**config.mk**
```make
export PLATFORM = sky130hd
export DESIGN_NAME = timed_duplicate_suppressor_top
export DESIGN_NICKNAME = d
export VERILOG_FILES = /design/src/rtl/tds_pkg.sv /design/src/rtl/tds_store.sv /design/src/rtl/timed_duplicate_suppressor_top.sv
export SDC_FILE = /design/constraint.sdc
export NUM_CORES = 2
export LEC_CHECK = 0
export BUFFER_PORTS_ARGS = -buffer_cell sky130_fd_sc_hd__clkbuf_2
export CORE_ASPECT_RATIO = 1.1
export CORE_MARGIN = 2
export CORE_UTILIZATION = 40
export CTS_BUF_LIST = sky130_fd_sc_hd__clkbuf_2
export CTS_CLUSTER_SIZE = 25
export DETAILED_ROUTE_END_ITERATION = 8
export PLACE_DENSITY_LB_ADDON = 0.3
export SLEW_MARGIN = 40
export SYNTH_ARGS = -nofsm -noshare
export SYNTH_HDL_FRONTEND = slang
export SYNTH_HIERARCHICAL = 1
export SYNTH_SLANG_ARGS = --single-unit
```
**constraint.sdc**
```tcl
create_clock -name clk -period 6.6 [get_ports clk]
set_input_delay 0.66 -clock clk [delete_from_list [all_inputs] [get_ports clk]]
set_output_delay 0.66 -clock clk [all_outputs]
set_load 0.01 [all_outputs]
```
**src/rtl/tds_pkg.sv**
```systemverilog
`default_nettype none

package tds_pkg;

    // field widths fixed by the item format
    localparam int NOW_W  = 48;
    localparam int KEY_W  = 64;
    localparam int LIFE_W = 32;

    // defaults for the top level parameters
    localparam int ENTRIES_DEF  = 32;
    localparam int KEY_BITS_DEF = 64;

    // lifetime after reset, in milliseconds
    localparam logic [LIFE_W-1:0] LIFE_RESET = LIFE_W'(600000);

    typedef struct packed {
        logic [NOW_W-1:0] now_ms;
        logic [KEY_W-1:0] key;
    } item_t;

    typedef struct packed {
        logic accepted;
        logic store_full;
    } result_t;

    typedef enum logic [4:0] {
        ST_IDLE   = 5'b00001,
        ST_EXPIRE = 5'b00010,
        ST_SEARCH = 5'b00100,
        ST_FINISH = 5'b01000,
        ST_SPARE  = 5'b10000
    } state_t;

endpackage

`default_nettype wire

```
**src/rtl/tds_store.sv**
```systemverilog
`default_nettype none

module tds_store #(
    parameter int ENTRIES  = tds_pkg::ENTRIES_DEF,
    parameter int KEY_BITS = tds_pkg::KEY_BITS_DEF,
    parameter int IDX_W    = $clog2(ENTRIES)
) (
    input  wire logic                     clk,
    input  wire logic                     wr_en,
    input  wire logic [IDX_W-1:0]         wr_addr,
    input  wire logic [tds_pkg::NOW_W-1:0] wr_stamp,
    input  wire logic [KEY_BITS-1:0]      wr_key,
    input  wire logic [IDX_W-1:0]         rd_addr,
    output logic      [tds_pkg::NOW_W-1:0] rd_stamp,
    output logic      [KEY_BITS-1:0]      rd_key
);

    logic [tds_pkg::NOW_W-1:0] stamp_mem [ENTRIES];
    logic [KEY_BITS-1:0]       key_mem   [ENTRIES];

    // single write port, registered single read port
    always_ff @(posedge clk)
    begin
        if (wr_en)
        begin
            stamp_mem[wr_addr] <= wr_stamp;
            key_mem[wr_addr]   <= wr_key;
        end
        rd_stamp <= stamp_mem[rd_addr];
        rd_key   <= key_mem[rd_addr];
    end

endmodule

`default_nettype wire

```
**src/rtl/timed_duplicate_suppressor_top.sv**
```systemverilog
`default_nettype none

// Time-window duplicate filter. Each transfer on the item channel carries a
// millisecond stamp and a key; the block keeps a ring of up to ENTRIES distinct
// recent keys with their stamps. It first retires head entries whose stamp plus
// lifetime_ms is below now_ms (stopping at the first live one), then searches
// the live entries for the key: a hit gives accepted=0, a miss appends the key
// and gives accepted=1, and a miss on a full ring gives store_full=1. Only the
// low KEY_BITS bits of the key take part. A new item is taken only in idle, so
// the block finishes retiring, searching and handing over the result of one item
// before it takes the next; handing over waits for result_ready while the previous
// result is still held. The walk is set by the single read port of the key/stamp
// store, which walks one entry a cycle.
// The user writes lifetime_ms through cfg_we/cfg_wdata only while the block is
// idle; the block itself does not enforce this.

module timed_duplicate_suppressor_top #(
    parameter int ENTRIES  = tds_pkg::ENTRIES_DEF,
    parameter int KEY_BITS = tds_pkg::KEY_BITS_DEF
) (
    input  wire logic                       clk,
    input  wire logic                       rst_n,
    input  wire logic                       item_valid,
    output logic                            item_ready,
    input  wire tds_pkg::item_t             item,
    output logic                            result_valid,
    input  wire logic                       result_ready,
    output tds_pkg::result_t                result,
    input  wire logic                       cfg_we,
    input  wire logic [tds_pkg::LIFE_W-1:0] cfg_wdata
);

    localparam int IDX_W = $clog2(ENTRIES);
    localparam int CNT_W = $clog2(ENTRIES + 1);
    localparam int NOW_W = tds_pkg::NOW_W;
    localparam logic [IDX_W-1:0] LAST_SLOT = IDX_W'(ENTRIES - 1);
    localparam logic [CNT_W-1:0] FULL_CNT  = CNT_W'(ENTRIES);

    tds_pkg::state_t state_reg, state_next;

    logic [tds_pkg::LIFE_W-1:0] life_reg;
    logic [IDX_W-1:0]           head_reg, head_next;
    logic [CNT_W-1:0]           count_reg, count_next;
    logic [CNT_W-1:0]           idx_reg, idx_next;
    logic [IDX_W-1:0]           slot_reg, slot_next;
    logic [NOW_W-1:0]           now_reg, now_next;
    logic [KEY_BITS-1:0]        key_reg, key_next;
    logic                       acc_reg, acc_next;
    logic                       full_reg, full_next;
    logic                       out_valid_reg, out_valid_next;
    tds_pkg::result_t           out_reg, out_next;

    logic [IDX_W-1:0]    rd_addr;
    logic [NOW_W-1:0]    rd_stamp;
    logic [KEY_BITS-1:0] rd_key;
    logic                wr_en;
    logic                expired;
    logic                out_free;

    function automatic logic [IDX_W-1:0] next_slot(input logic [IDX_W-1:0] s);
        next_slot = (s == LAST_SLOT) ? '0 : s + IDX_W'(1);
    endfunction

    tds_store #(
        .ENTRIES  (ENTRIES),
        .KEY_BITS (KEY_BITS),
        .IDX_W    (IDX_W)
    ) u_store (
        .clk      (clk),
        .wr_en    (wr_en),
        .wr_addr  (slot_reg),
        .wr_stamp (now_reg),
        .wr_key   (key_reg),
        .rd_addr  (rd_addr),
        .rd_stamp (rd_stamp),
        .rd_key   (rd_key)
    );

    // head entry has expired when stamp + lifetime < now, without overflow
    assign expired = ({1'b0, rd_stamp} + {{(NOW_W + 1 - tds_pkg::LIFE_W){1'b0}}, life_reg})
                     < {1'b0, now_reg};

    assign out_free     = !out_valid_reg || result_ready;
    assign item_ready   = (state_reg == tds_pkg::ST_IDLE);
    assign result_valid = out_valid_reg;
    assign result       = out_reg;

    // sequencer
    always_comb
    begin
        state_next     = state_reg;
        head_next      = head_reg;
        count_next     = count_reg;
        idx_next       = idx_reg;
        slot_next      = slot_reg;
        now_next       = now_reg;
        key_next       = key_reg;
        acc_next       = acc_reg;
        full_next      = full_reg;
        out_valid_next = out_valid_reg && !result_ready;
        out_next       = out_reg;
        rd_addr        = head_reg;
        wr_en          = 1'b0;

        unique case (state_reg)
            tds_pkg::ST_IDLE:
            begin
                if (item_valid)
                begin
                    now_next   = item.now_ms;
                    key_next   = item.key[KEY_BITS-1:0];
                    state_next = tds_pkg::ST_EXPIRE;
                end
            end
            tds_pkg::ST_EXPIRE:
            begin
                if ((count_reg != '0) && expired)
                begin
                    // retire head, prefetch the following slot
                    head_next  = next_slot(head_reg);
                    count_next = count_reg - CNT_W'(1);
                    rd_addr    = next_slot(head_reg);
                end
                else
                begin
                    idx_next   = '0;
                    slot_next  = head_reg;
                    rd_addr    = head_reg;
                    state_next = tds_pkg::ST_SEARCH;
                end
            end
            tds_pkg::ST_SEARCH:
            begin
                rd_addr = next_slot(slot_reg);
                if (idx_reg == count_reg)
                begin
                    // miss: slot_reg now points at the tail
                    acc_next   = (count_reg != FULL_CNT);
                    full_next  = (count_reg == FULL_CNT);
                    state_next = tds_pkg::ST_FINISH;
                end
                else if (rd_key == key_reg)
                begin
                    acc_next   = 1'b0;
                    full_next  = 1'b0;
                    state_next = tds_pkg::ST_FINISH;
                end
                else
                begin
                    idx_next  = idx_reg + CNT_W'(1);
                    slot_next = next_slot(slot_reg);
                end
            end
            tds_pkg::ST_FINISH:
            begin
                if (out_free)
                begin
                    wr_en               = acc_reg;
                    out_valid_next      = 1'b1;
                    out_next.accepted   = acc_reg;
                    out_next.store_full = full_reg;
                    if (acc_reg)
                    begin
                        count_next = count_reg + CNT_W'(1);
                    end
                    state_next = tds_pkg::ST_IDLE;
                end
            end
            default:
            begin
                state_next = tds_pkg::ST_IDLE;
            end
        endcase
    end

    // control state
    always_ff @(posedge clk or negedge rst_n)
    begin
        if (!rst_n)
        begin
            state_reg     <= tds_pkg::ST_IDLE;
            life_reg      <= tds_pkg::LIFE_RESET;
            head_reg      <= '0;
            count_reg     <= '0;
            out_valid_reg <= 1'b0;
        end
        else
        begin
            state_reg     <= state_next;
            head_reg      <= head_next;
            count_reg     <= count_next;
            out_valid_reg <= out_valid_next;
            if (cfg_we)
            begin
                life_reg <= cfg_wdata;
            end
        end
    end

    // payload and walk registers
    always_ff @(posedge clk)
    begin
        idx_reg  <= idx_next;
        slot_reg <= slot_next;
        now_reg  <= now_next;
        key_reg  <= key_next;
        acc_reg  <= acc_next;
        full_reg <= full_next;
        out_reg  <= out_next;
    end

endmodule

`default_nettype wire
```
==> metrics.yaml <==
sta:
  period_needed_ps: 6620
  worst-slew-pin-transition_ps: 1010
  slew_headroom_pct: 32.7
  drv_slew: 0
  rsz0062_at_grt: "yes"
  layout_setup_ws_ps: -16.9
  hold_slack_ps: 249
  hold_viol: 0
  timing.clock.skew_ps: 199
  timing.final.crit_share_pct: 100
  fmaxAchievable_mhz: 151
  finalSetupViolCount: 1
layout:
  largest-register: "u_store/key_mem"
  design_area_sq_um: 180000
  largest_registers: "u_store/key_mem (2048), u_store/stamp_mem (1536)"
  final_nets: 9731
  area_delta_synth_final_pct: 21.2
  final_layout_size_suffix_gt1_share_pct: 30.9
  number_of_flip_flops_under_the_largest_register_name: 2048
power:
  ir_worst_vdd_v: 0.000231
  p_int_w: 0.0479
  cellLeakagePower_nw: 60.0
  report.power.total_w: 0.0724
  pwr-share-seq_pct: 40.8
  clock_power_share_pct: 21.4
  combPwrFrac_pct: 37.8
  power_per_cell_area_nw_per_um2: 403
  switchingPower_w: 0.0245
  switching_part_of_the_total_pct: 33.9
yosys:
  synthTopCellsByCount: "edfxtp_1 (3711), mux2i_1 (897), a22oi_1 (595)"
  syn-instance-count: 7369
  sequential_element_share_of_the_synthesized_area_pct: 77.5
  synth_top_area_share_pct: 75.2
  avgSynthCellArea_sq_um: 20.1
  synthMostInstantiatedCell: "edfxtp_1"
  post_synth_edffs: 3711
  synth.yosys.warnings: 6
  synth_nets: 7608
  synth_area_leader_cell: "edfxtp_1"
  yosys_register_bits: 3871
  synthArstFlopShare_pct: 1.24
  synth.area.top_cells: "edfxtp_1 (75%), mux4_2 (6.8%), mux2i_1 (6.1%)"
  commonest_register_cell_after_synthesis: "edfxtp_1"
  synthesized_cell_area_sq_um: 148000
  synth.distinct_cells: 73
cts:
  cts_max_level: 6
  clock_buffer_count_from_cts: 891
  tritoncts_num_sinks: 3871
  clk_path_buf_depth: 4
  clkLatencyLatePin_ps: 2340
  ctsRootBufferMaster: "clkbuf_2"
  clk_pin_slew_ps: 120
  clock_tree_from_tritoncts: "built"
critical_path:
  crit-reg2reg-capture: "u_store/rd_key[63]$_DFF_P_"
  wp_data_arrival_ps: 8720
  crit_path_end_kind: "flop"
  reg2reg_from: "u_store/rd_stamp[7]$_DFF_P_"
  ff_to_ff_path_depth: 33
  critical-path-slowest-cell: "mux4_2"
  worst-path-max-fanout: 6
  cp_slowest_stage_delay_ps: 490
  ff2ff_setup_slack_ps: -20
  crit_path_frequent_cell: "buf_4"
  cp-start-kind: "flop"
  critical_path_class: "reg -> reg"
  worstPathRequired_ps: 8700
global_route:
  number_of_antenna_violations_at_the_first_check_in_global_routing: 15
  number_of_global_route_vias_before_repair: 84323
  grt_max_degree: 80
  grt_first_pass_wirelength_um: 614000
  global_route.overflow_total: 0
  overall_fraction_of_global_route_tracks_in_use_pct: 23.0
drt:
  route.detailed.drc: 0
  number_of_detailed_route_iterations_in_the_first_pass: 5
  maxUsedRoutingLayer: "met5"
  detailed_route_wire_length_on_metal_1_um: 178000
  dr_wl_met3_um: 40300
  detail_route.wirelength_um: 450000
  ant_nets: 0
  routed-via-count: 85303
  drtIter0Drc: 10047
  met2_wire_length_um: 216000
  detail_route.vias_per_cell: 5.65
  post_drt_wl_per_cell_um: 29.8
hold_path:
  hold_path_startpoint: "item[71]"
  hold-path-endpoint: "now_reg[7]$_DFFE_PP_"
  min_path_cells: 4
  hold_path_class: "in -> reg"
placed_design:
  weighted_congestion_reported_at_the_end_of_routability_driven_placement: 0.828
  numPortBuffers: 152
  hpwl_after_detailed_placement_um: 245000
  detailed_place.area_sq_um: 162000
die:
  floorplan.rows: 234
  core_sq_um: 369000
  die-height_um: 642
  die_width_um: 584
  boundaryPins: 153
  die_area_sq_um: 375000
  initial_core_util_pct: 40.2
outcome:
  violated_checks: "setup timing"
  outcome: "complete, but fails checks"
flow_run:
  drv.max_cap_violation_count: 0
-- placed cells by master, fill, tap and decap left out, drive strengths merged, types with 6 or more instances in the layout --
cell / Yosys / routed
nor2b: 18 / 18
a21oi: 67 / 67
dfrtp: 39 / 39
nand3: 246 / 246
clkbuf: 183 / 1502
and3: 8 / 8
ha: 88 / 88
buf: 196 / 882
edfxtp: 3711 / 3711
nand4: 82 / 82
mux2: 37 / 37
xor2: 23 / 23
dfstp: 9 / 9
a21o: 30 / 30
nand3b: 8 / 8
a22oi: 595 / 595
bufinv: 0 / 15
nor4: 9 / 9
nor3: 20 / 20
mux2i: 897 / 897
nand2: 61 / 61
clkinv: 0 / 271
a32oi: 6 / 6
dlygate4sd3: 0 / 543
clkinvlp: 0 / 11
and2: 12 / 12
mux4: 448 / 448
a22o: 65 / 65
a211oi: 8 / 8
dfxtp: 112 / 112
o21ai: 22 / 22
inv: 58 / 80
nor2: 76 / 76
diode: 0 / 12
xnor2: 103 / 103
o211ai: 7 / 7
a31oi: 69 / 69
-- area by class of cell --
type	count	area, sq um
antenna	12	30.0
clock buffer	1319	6600
clock inverter	319	1780
fill	30719	189000
inverter	58	218
multi-input combinational	3061	32400
sequential	3871	115000
tap	4838	6050
timing repair buffer	1609	17700
-- per-stage QoR --
step / setup slack, ps / std cells / util (%) / setup TNS (ps)
6_report: -16.9 / 15087 / 48.7 / -16.9
5_1_grt: -181 / 15081 / 48.7 / -6290
4_1_cts: 2.41 / 14905 / 47.9 / 0
3_5_place_dp: -690 / 12691 / 43.9 / -38220
3_3_place_gp: -561 / 12641 / 43.7 / -23570
2_1_floorplan: -668 / 7369 / - / -1408190
-- how the worst max path moves through the flow --
stage                                             to  cells past startpoint                          from
floorplan           u_store/key_mem[12][0]$_DFFE_PP_                      7      state_reg[1]$_DFFE_PN0P_
global placement        u_store/rd_stamp[11]$_DFF_P_                     28  u_store/rd_stamp[12]$_DFF_P_
detailed placement      u_store/rd_stamp[11]$_DFF_P_                     28  u_store/rd_stamp[12]$_DFF_P_
CTS                     u_store/rd_stamp[11]$_DFF_P_                     29   u_store/rd_stamp[3]$_DFF_P_
global route               u_store/rd_key[9]$_DFF_P_                     31      life_reg[11]$_DFFE_PN0P_
finish                    u_store/rd_key[63]$_DFF_P_                     33   u_store/rd_stamp[7]$_DFF_P_
-- power groups by stage --
stage                     clock network [W]  registers, W  logic [W]
after floorplan                           0        0.0303     0.0140
after global placement                    0        0.0303     0.0235
after detailed placement                  0        0.0302     0.0241
after CTS                            0.0159        0.0297     0.0249
after global routing                 0.0171        0.0296     0.0288
final                                0.0155        0.0295     0.0273
-- metal layers --
layer | up-vias | GRT usage (%)
met4 | 2 | 7.78
met2 | 4516 | 37.5
met3 | 705 | 3.75
li1 | 35476 | -
met1 | 44604 | 31.3
met5 | - | 0
-- cells by family after synthesis --
family,after synthesis,share of synthesized area (%)
AO/OA/AOI/OAI,897,4.44
XOR/XNOR,126,0.745
flip-flops,3871,77.5
multiplexers,1382,13.2
adder cells (fa/ha/maj),90,0.770
AND/OR/NAND/NOR,566,1.97
buffers and inverters,437,1.37
-- what timing repair did --
action	4_1_cts	5_1_grt
gates cloned	2	36
gates resized for setup	46	193
setup buffers	29	111
hold buffers	545	0
hold endpoints to repair	406	0
setup endpoints to repair	112	112
pin swaps	12	102
-- worst max-delay path: cells and delay by family (launching register included) --
family / cells / cell delay, ps
muxes: 1 / 490
DFF: 1 / 410
and+or+nand+nor: 10 / 1390
buffers and inverters: 9 / 1400
xor gates and xnor gates: 1 / 170
adders and majority gates: 2 / 650
AOI/OAI and AO/OA: 10 / 1840
(Power assumes the default switching activity.)
